$ cat config.mk
export PLATFORM = sky130hd
export DESIGN_NAME = wpm_apb_regs
export DESIGN_NICKNAME = d
export VERILOG_FILES = /design/src/rtl/wpm_pkg.sv /design/src/rtl/wpm_apb_regs.sv
export SDC_FILE = /design/constraint.sdc
export NUM_CORES = 1
export LEC_CHECK = 0
export BUFFER_PORTS_ARGS = -buffer_cell sky130_fd_sc_hd__buf_2
export CAP_MARGIN = 25
export CORE_ASPECT_RATIO = 1.1
export CORE_MARGIN = 2
export CORE_UTILIZATION = 48
export DETAILED_ROUTE_END_ITERATION = 6
export PLACE_DENSITY = 0.87
export RECOVER_POWER = 100
export SYNTH_ARGS = -nofsm -noshare
export SYNTH_HDL_FRONTEND = slang
export SYNTH_SLANG_ARGS = --single-unit
$ cat constraint.sdc
create_clock -name clk -period 1.5 [get_ports clk]
set_input_delay 0.075 -clock clk [delete_from_list [all_inputs] [get_ports clk]]
set_output_delay 0.075 -clock clk [all_outputs]
set_load 0.05 [all_outputs]
$ cat src/rtl/wpm_pkg.sv
// Shared types and constants for the wildcard pattern matcher.
// No dependencies; every other file of the block but wpm_out_if imports this package.
`default_nettype none

package wpm_pkg;

  // Largest pattern the matcher holds by default
  localparam int PATTERN_MAX_DEF = 16;

  // Configuration port geometry
  localparam int CFG_DATA_W = 64;
  localparam int CFG_ADDR_W = 5;
  localparam int LENGTH_W   = 5;

  // Pattern metacharacters
  localparam logic [7:0] CHAR_ANY  = 8'h3F;
  localparam logic [7:0] CHAR_STAR = 8'h2A;

  // Request commands
  localparam logic CMD_BYTE = 1'b0;
  localparam logic CMD_END  = 1'b1;

  typedef logic [7:0] name_byte_t;

  // Register indexes, taken from paddr[4:3]
  typedef enum logic [1:0] {
    REG_PATTERN_LOW    = 2'd0,
    REG_PATTERN_HIGH   = 2'd1,
    REG_PATTERN_LENGTH = 2'd2
  } reg_index_t;

endpackage

`default_nettype wire

$ cat src/rtl/wpm_apb_regs.sv
// APB register file of the matcher: pattern bytes and pattern length.
// Depends on wpm_pkg; pulses cfg_write on every write to a known register.
`default_nettype none

module wpm_apb_regs import wpm_pkg::*; (
  input  logic                  clk,
  input  logic                  rst,
  input  logic                  psel,
  input  logic                  penable,
  input  logic                  pwrite,
  input  logic [CFG_ADDR_W-1:0] paddr,
  input  logic [CFG_DATA_W-1:0] pwdata,
  output logic [CFG_DATA_W-1:0] prdata,
  output logic                  pready,
  output logic [CFG_DATA_W-1:0] pattern_low,
  output logic [CFG_DATA_W-1:0] pattern_high,
  output logic [LENGTH_W-1:0]   pattern_length,
  output logic                  cfg_write
);

  reg_index_t reg_index;
  logic       wr_en;

  assign pready    = 1'b1;
  assign reg_index = reg_index_t'(paddr[CFG_ADDR_W-1:3]);
  assign wr_en     = psel && penable && pwrite && pready;

  // Known-register write strobe
  always_comb begin
    case (reg_index)
      REG_PATTERN_LOW, REG_PATTERN_HIGH, REG_PATTERN_LENGTH: cfg_write = wr_en;
      default: cfg_write = 1'b0;
    endcase
  end

  // Register writes
  always_ff @(posedge clk) begin
    if (rst) begin
      pattern_low    <= '0;
      pattern_high   <= '0;
      pattern_length <= '0;
    end else if (wr_en) begin
      case (reg_index)
        REG_PATTERN_LOW:    pattern_low    <= pwdata;
        REG_PATTERN_HIGH:   pattern_high   <= pwdata;
        REG_PATTERN_LENGTH: pattern_length <= pwdata[LENGTH_W-1:0];
        default: ;
      endcase
    end
  end

  // Read mux
  always_comb begin
    case (reg_index)
      REG_PATTERN_LOW:    prdata = pattern_low;
      REG_PATTERN_HIGH:   prdata = pattern_high;
      REG_PATTERN_LENGTH: prdata = CFG_DATA_W'(pattern_length);
      default:            prdata = '0;
    endcase
  end

endmodule

`default_nettype wire

Word level (Yosys, flattened, before mapping):

Cells that the tools add are included.

* output and inout bits: 199
* register bits: 133

* muxes and demuxes: 2
* eq/ne operators: 2
* reduce and logical (&&, ||, !) cells: 7

Operators with widths (count)
* $pmux W64 S3: 1
* $reduce_and A2 Y1: 3
* $reduce_or A3 Y1: 1
* $eq A2 B1 Y1 const B: 1
* $eq A2 B2 Y1 const B: 1
* $logic_and A1 B1 Y1: 2
* $logic_not A2 Y1: 1
* $mux W1: 1

Logic depth before layout (Yosys ltp):

Gate-level depths: netlist of the first run.

* word-level depth: 3
* depth in mapped cells: 5
* gate-level depth less buffers: 3

Least setup slack after synthesis of the first run:

OpenSTA, ideal clock, no wires.

* kind: register to output
* start: register pattern_high[0]
* end: output port prdata[0]
* path slack: -446 ps
* data required time: 1425 ps
* data arrival time: 1871 ps
* stages on the path, launching flop included: 3
* path buffers: 0
* cell sequence: dfxtp_1 > mux2i_1 > o21ai_0

* cells in the longest elaborated chain, start to end: 1

Ends and longest elaborated chain
* start, declared: RTL line wpm_apb_regs.sv:16 `output logic [CFG_DATA_W-1:0] pattern_high,`
* start signal, assigned: RTL line wpm_apb_regs.sv:45 `REG_PATTERN_HIGH: pattern_high <= pwdata;`
* $pmux W64 S3: RTL line wpm_apb_regs.sv:54 `case (reg_index)`
* end, declared: RTL line wpm_apb_regs.sv:13 `output logic [CFG_DATA_W-1:0] prdata,`

No other way between the ends.

Final worst setup path of the first run:

* start: register pattern_high[26]
* end: output port prdata[26]

The elaborated chain is that of the path after synthesis.

==> results of run 1 <==
## power by group through the flow
stage          Sequential, mW  Clock, mW  Combinational, mW
2_1_floorplan            3.85          0              0.467
6_report                 3.62       4.26              0.989
3_5_place_dp             3.70          0              0.866
3_3_place_gp             3.69          0              0.854
5_1_grt                  3.62       4.47               1.05
4_1_cts                  3.62       4.31               1.00
## logic make-up after synthesis
group,count (synthesis)
AND/OR/NAND/NOR,268
multiplexers,197
flip-flops,133
buffers and inverters,52
AO/OA/AOI/OAI,6
other,1
## cell type report
class	instances	area share (%)
repair buffers	347	21.8
clock buffers	20	4.99
flip-flops and latches	133	29.1
multi-input cells	472	40.3
clock inverters	11	1.65
well taps	161	2.20
## worst paths after layout
kind,to,cells after the start
hold reg to reg,pattern_low[6],2
setup reg to reg,pattern_high[23],2
setup / recovery,prdata[26],3
hold / removal,pattern_low[32],3
## routing by layer
metal / track usage [%] / vias up / part of all wire (%)
met5: 0 / - / 0
met4: 12.1 / 0 / 3.5
met3: 5.72 / 60 / 5.0
met2: 44.1 / 233 / 51
met1: 27.3 / 2765 / 40
li1: - / 2802 / -
## Yosys cell counts, drive strengths merged
master | n | area [µm²]
nand2 | 5 | 18.8
nor3b | 1 | 7.51
nor2 | 59 | 221
nand2b | 197 | 1230
nor2b | 1 | 6.26
nand4 | 1 | 6.26
clkbuf | 30 | 113
nor3 | 1 | 5.00
nand3 | 1 | 10.0
a21oi | 1 | 5.00
or3 | 1 | 6.26
conb | 1 | 3.75
buf | 22 | 146
o21ai | 5 | 25.0
dfxtp | 133 | 2660
mux2i | 197 | 1970
or3b | 1 | 8.76
## flip-flops by register name (all words and copies together) (netlist names)
register,cells
pattern_high,64
pattern_low,64
pattern_length,5
## worst max-delay path: cells and delay by family, from the launching register on
family	cells	cell delay, ps
flops	1	390
buf+inv	1	290
mux	1	130
simple gates	1	130
## metrics by stage
step	cells	setup TNS, ps
3_3_place_gp	1050	0
5_1_grt	1144	0
6_report	1144	0
3_5_place_dp	1050	0
4_1_cts	1144	0
2_1_floorplan	657	-76.5
==> impl_metrics.tcl, run 1 <==
set metrics [dict create \
    outcome "completed" \
    hold_class "in -> reg" \
    leakage_nw 4.13 \
    grt_pass1_wl_um 28800 \
    diodes 0 \
    post-route-min-period_ps 1420 \
    grt_overflow 0 \
    dpl.hpwl_um 11700 \
    cts_setup_buffers 0 \
    cts_sinks 133 \
    power_frac_seq_pct 40.9 \
    ys_seq_area_share_pct 41.3 \
    tritoncts "done" \
    synth_cell_types 19 \
    internal_power_mw 6.71 \
    via_per_inst 5.12 \
    h-tree-depth 4 \
    rows 44 \
    pwr-share-clk_pct 48.0 \
    grt_max_degree 101 \
    vias 5860 \
    fin_util_pct 69.5 \
    fin_area_um2 9150 \
    final_cell_mix "mux2i_1 (197), nand2b_1 (197), dfxtp_1 (133)" \
    synthMuxAreaShare_pct 30.6 \
    io_pins 273 \
    fp.coreArea_um2 13200 \
    synth_nets 731 \
    multi_input_area_um2 3690 \
    yosys.area_share.simple_pct 23.6 \
    cts_repair_resize_count 0 \
    cts_buffers 17 \
    power.switching_mw 2.16 \
    die_height_um 126 \
    wirelength_um 18400 \
    avgSynthCellArea_um2 9.82 \
    seq_area_um2 2660 \
    total_power_mw 8.87 \
    finalCritPeriodShare_pct 94.5 \
    antenna_found_initial 0 \
    worstSetupStartpointType "flip-flop" \
    timing.final.ws_setup_ps 82.9 \
    hold_viol_final 0 \
    rsz0062_at_grt "no" \
    synth_top_family_by_area "multiplexers" \
    crit_start "pattern_high[26]" \
    drive_above_1_share_pct 26.9 \
    endpoint_kind "output port" \
    critical_path.cell_chain "mux2i_1 > nor2_2 > clkbuf_2" \
    synth_fa_ha_area_share_pct 0 \
    peakVddDrop_v 0.000687 \
    syn_area_um2 6450 \
    max_stage_delay_ps 390 \
    crit_arrival_ps 1340 \
    remaining_drc_errors 0 \
    critical-path-slowest-cell "dfxtp_1" \
    place_area_um2 8120 \
    die-area_um2 14400 \
    slew_viol_final 0 \
    drtAntennaViolNets 0 \
    place_ws_ps 191 \
    clkSlewWorstSetupHoldPaths_ps 60 \
    skew_ps 0 \
    fillers 1034 \
    root_buffer "clkbuf_16" \
    power.density_nw_per_um2 969 \
    first_pass_iters 5 \
    grt_pass1_vias 5920 \
    fmax_mhz 706 \
    comb_power_share_pct 11.2 \
    area_growth_pct 41.8 \
    synthCells 657 \
    synth_warnings 0 \
    synth_compound_area_share_pct 0.466 \
    synthXorXnorAreaFrac_pct 0 \
    clkLatencyLatePin_ps 400 \
    track_usage_pct 24.7 \
    port_buffers 268 \
    gp_congestion 0.789 \
    required_ps 1420 \
    min_from "rst" \
    ff2ff_setup_slack_ps 780 \
    swShare_pct 24.4 \
    drv_cap 0 \
    die_width_um 115 \
    fin_nets 1045 \
    whs_ps 21.4 \
    crit_fanout 3 \
    relSlewSlack_pct 45.1 \
    first_iter_violations 271 \
    clk_path_buf_depth 2 \
    r2r-start "pattern_high[23]" \
    worstMarginPinSlew_ps 823 \
    synth_seq_cells 133 \
    wl_per_cell_um 16.1 \
    holdBufCountCts 63 \
    criticalPathCategory "reg -> out" \
    finalSetupViolCount 0 \
    start_util_pct 49.0 \
]
Note: power is estimated with default switching activity, not from simulation.
==> run 2: changes to the inputs <==
--- a/config.mk
+++ b/config.mk
@@ -5,13 +5,13 @@
 export SDC_FILE = /design/constraint.sdc
 export NUM_CORES = 1
 export LEC_CHECK = 0
-export BUFFER_PORTS_ARGS = -buffer_cell sky130_fd_sc_hd__buf_2
 export CAP_MARGIN = 25
 export CORE_ASPECT_RATIO = 1.1
 export CORE_MARGIN = 2
-export CORE_UTILIZATION = 48
+export CORE_UTILIZATION = 60
 export DETAILED_ROUTE_END_ITERATION = 6
-export PLACE_DENSITY = 0.87
+export DONT_BUFFER_PORTS = 1
+export PLACE_DENSITY = 0.83
 export RECOVER_POWER = 100
 export SYNTH_ARGS = -nofsm -noshare
 export SYNTH_HDL_FRONTEND = slang
==> impl_metrics.tcl, run 2 <==
set metrics [dict create \
    synth_nets 731 \
    synth_warnings 0 \
    synth_seq_cells 133 \
    cts_setup_buffers 0 \
    h-tree-depth 4 \
    syn_area_um2 6450 \
    dpl.hpwl_um 12200 \
    synthXorXnorAreaFrac_pct 0 \
    failing_step "clock tree synthesis" \
    root_buffer "clkbuf_16" \
    synth_edf_count 0 \
    gp_congestion 0.856 \
    synthCells 657 \
    synth_fa_ha_area_share_pct 0 \
    die_width_um 103 \
    cts_buffers 17 \
    holdBufCountCts 155 \
    place_area_um2 8170 \
    place_ws_ps 223 \
    cts_repair_resize_count 0 \
    rows 39 \
    synth_ff_type "dfxtp_1" \
    io_pins 273 \
    yosys-top-cells-count "mux2i_1 (197), nand2b_1 (197), dfxtp_1 (133)" \
    ys_seq_area_share_pct 41.3 \
    outcome "did not finish" \
    first-error "[ERROR DPL-0033] detailed placement checks failed during check placement." \
    cts_sinks 133 \
    die_height_um 113 \
    synth_area_leaders "dfxtp_1 (41%), mux2i_1 (31%), nand2b_1 (19%)" \
    port_buffers 0 \
    synth_top_area_share_pct 41.3 \
    clk_path_buf_depth 2 \
    synth_compound_area_share_pct 0.466 \
    postSynth.asyncResetShare_pct 0 \
    synth_cell_types 19 \
    synth_top_family_by_area "multiplexers" \
    synthMuxAreaShare_pct 30.6 \
    synth_largest_area_cell "dfxtp_1" \
    avgSynthCellArea_um2 9.82 \
    start_util_pct 61.8 \
    dp.cells 953 \
    yosys.area_share.simple_pct 23.6 \
]
## run 2: cell counts after synthesis
Identical to the previous run, type by type.
## run 2: cell families after synthesis
kind of cell    Yosys count
other cells               1
compound gates            6
mux                     197
simple gates            268
flops                   133
buf+inv                  52
## run 2: stage by stage
stage	hold slack [ps]	setup TNS, ps	utilization, %
after floorplan	251	-76.5	-
after global placement	255	0	78.3
after detailed placement	266	0	78.3
==> run 3: changes to the inputs <==
--- a/config.mk
+++ b/config.mk
@@ -6,12 +6,11 @@
 export NUM_CORES = 1
 export LEC_CHECK = 0
 export CAP_MARGIN = 25
-export CORE_ASPECT_RATIO = 1.1
 export CORE_MARGIN = 2
-export CORE_UTILIZATION = 60
+export CORE_UTILIZATION = 40
 export DETAILED_ROUTE_END_ITERATION = 6
 export DONT_BUFFER_PORTS = 1
-export PLACE_DENSITY = 0.83
+export PLACE_DENSITY_LB_ADDON = 0.15
 export RECOVER_POWER = 100
 export SYNTH_ARGS = -nofsm -noshare
 export SYNTH_HDL_FRONTEND = slang
==> impl_metrics.tcl, run 3 (synthesized netlist as in run 1, its figures left out) <==
set metrics [dict create \
    outcome "completed" \
    criticalPathCategory "reg -> reg" \
    pwr-share-clk_pct 47.2 \
    skew_ps 0 \
    grt_pass1_wl_um 31200 \
    clk_path_buf_depth 2 \
    max_stage_delay_ps 570 \
    h-tree-depth 4 \
    grt_pass1_vias 6337 \
    die_width_um 131 \
    worstSetupStartpointType "flip-flop" \
    fp.coreArea_um2 15800 \
    fin_area_um2 9910 \
    path_buf_inv 2 \
    drv_cap 0 \
    power_frac_seq_pct 42.2 \
    power.density_nw_per_um2 863 \
    finalSetupViolCount 0 \
    tritoncts "done" \
    remaining_drc_errors 0 \
    drtAntennaViolNets 0 \
    gp_congestion 0.798 \
    highest-signal-layer "met4" \
    finalCritPeriodShare_pct 95.0 \
    wl_met3_um 1550 \
    grt_overflow 0 \
    first_pass_iters 4 \
    hold_class "in -> reg" \
    antenna_found_initial 0 \
    post-route-min-period_ps 1420 \
    cts_setup_buffers 0 \
    crit_arrival_ps 1760 \
    critical-path-slowest-cell "dlygate4sd3_1" \
    dpl.hpwl_um 12300 \
    swShare_pct 22.8 \
    root_buffer "clkbuf_16" \
    cts_buffers 17 \
    area_growth_pct 53.7 \
    crit_fanout 2 \
    fin_nets 1060 \
    endpoint_kind "flip-flop" \
    power.switching_mw 1.95 \
    grt_max_degree 109 \
    top_regs "pattern_high: 64 flops, pattern_low: 64 flops, pattern_length: 5 flops" \
    die-area_um2 17200 \
    cts_sinks 133 \
    clkLatencyLatePin_ps 410 \
    clkSlewWorstSetupHoldPaths_ps 50 \
    final_cell_mix "mux2i_1 (197), nand2b_1 (197), dlygate4sd3_1 (154)" \
    place_area_um2 8290 \
    required_ps 1830 \
    wl_per_cell_um 17.1 \
    critical_path.cell_chain "buf_4 > nand2b_1 > dlygate4sd3_1 > mux2i_1" \
    diodes 0 \
    internal_power_mw 6.60 \
    fin_util_pct 62.6 \
    io_pins 273 \
    route.met2.wl_um 10500 \
    crit_family "buffers and inverters" \
    vias 5992 \
    wirelength_um 20700 \
    hold_viol_final 0 \
    fmax_mhz 702 \
    rows 46 \
    comb_power_share_pct 10.6 \
    slew_viol_final 0 \
    drive_above_1_share_pct 27.6 \
    die_height_um 131 \
    wl_met1_um 7920 \
    worstMarginPinSlew_ps 909 \
    first_iter_violations 181 \
    via_per_inst 4.95 \
    leakage_nw 4.36 \
    peakVddDrop_v 0.000695 \
    port_buffers 0 \
    track_usage_pct 23.5 \
    rsz0062_at_grt "no" \
    relSlewSlack_pct 39.4 \
    start_util_pct 40.8 \
]
## run 3: final timing paths
kind,startpoint,to,slack [ps],depth (start not counted)
worst max-delay path,pattern_high[9],pattern_high[9],80,4
worst max register to register,pattern_high[9],pattern_high[9],80,4
worst min-delay path,paddr[4],pattern_low[54],70,3
worst min register to register,pattern_high[31],pattern_high[31],490,2
## run 3: routing by layer
| metal | up-vias | track usage (%) |
|---|---|---|
| li1 | 2830 | - |
| met1 | 2898 | 23.5 |
| met2 | 212 | 43.0 |
| met3 | 52 | 8.31 |
| met4 | 0 | 12.0 |
| met5 | - | 0 |
## run 3: area by class of cell
| class | count | area [µm²] |
|---|---|---|
| Timing Repair Buffer | 362 | 2730 |
| Sequential cell | 133 | 2660 |
| Fill cell | 1413 | 5910 |
| Clock inverter | 5 | 75.1 |
| Clock buffer | 23 | 488 |
| Tap cell | 216 | 270 |
| Multi-Input combinational cell | 472 | 3680 |
## run 3: tightest hold or removal path, delay by kind of cell
family,cells,cell delay [ps]
buffers and inverters,1,160
multiplexers,1,80
AND/OR/NAND/NOR,1,100
## run 3: repair_timing
| action | 4_1_cts | 5_1_grt |
|---|---|---|
| endpoints found under the setup margin | 0 | 1 |
| hold buffers | 155 | 0 |
| gates resized for setup | 0 | 1 |
| endpoints found under the hold margin | 133 | 0 |
## run 3: power groups by stage
stage / registers (mW) / clock network, mW / logic [mW]
finish: 3.61 / 4.03 / 0.909
detailed placement: 3.68 / 0 / 0.662
global route: 3.61 / 4.26 / 0.962
floorplan: 3.85 / 0 / 0.467
global placement: 3.68 / 0 / 0.647
CTS: 3.61 / 4.12 / 0.947
## run 3: through the flow
stage	hold slack, ps	setup TNS (ps)	instances	total power, mW	worst slack (ps)
after floorplan	251	-76.5	657	4.31	-76.5
after global placement	254	0	1028	4.33	305
after detailed placement	265	0	1028	4.35	250
after CTS	52.3	0	1211	8.68	107
after global routing	67.8	0	1211	8.83	12.7
final	70.7	0	1211	8.55	75.1
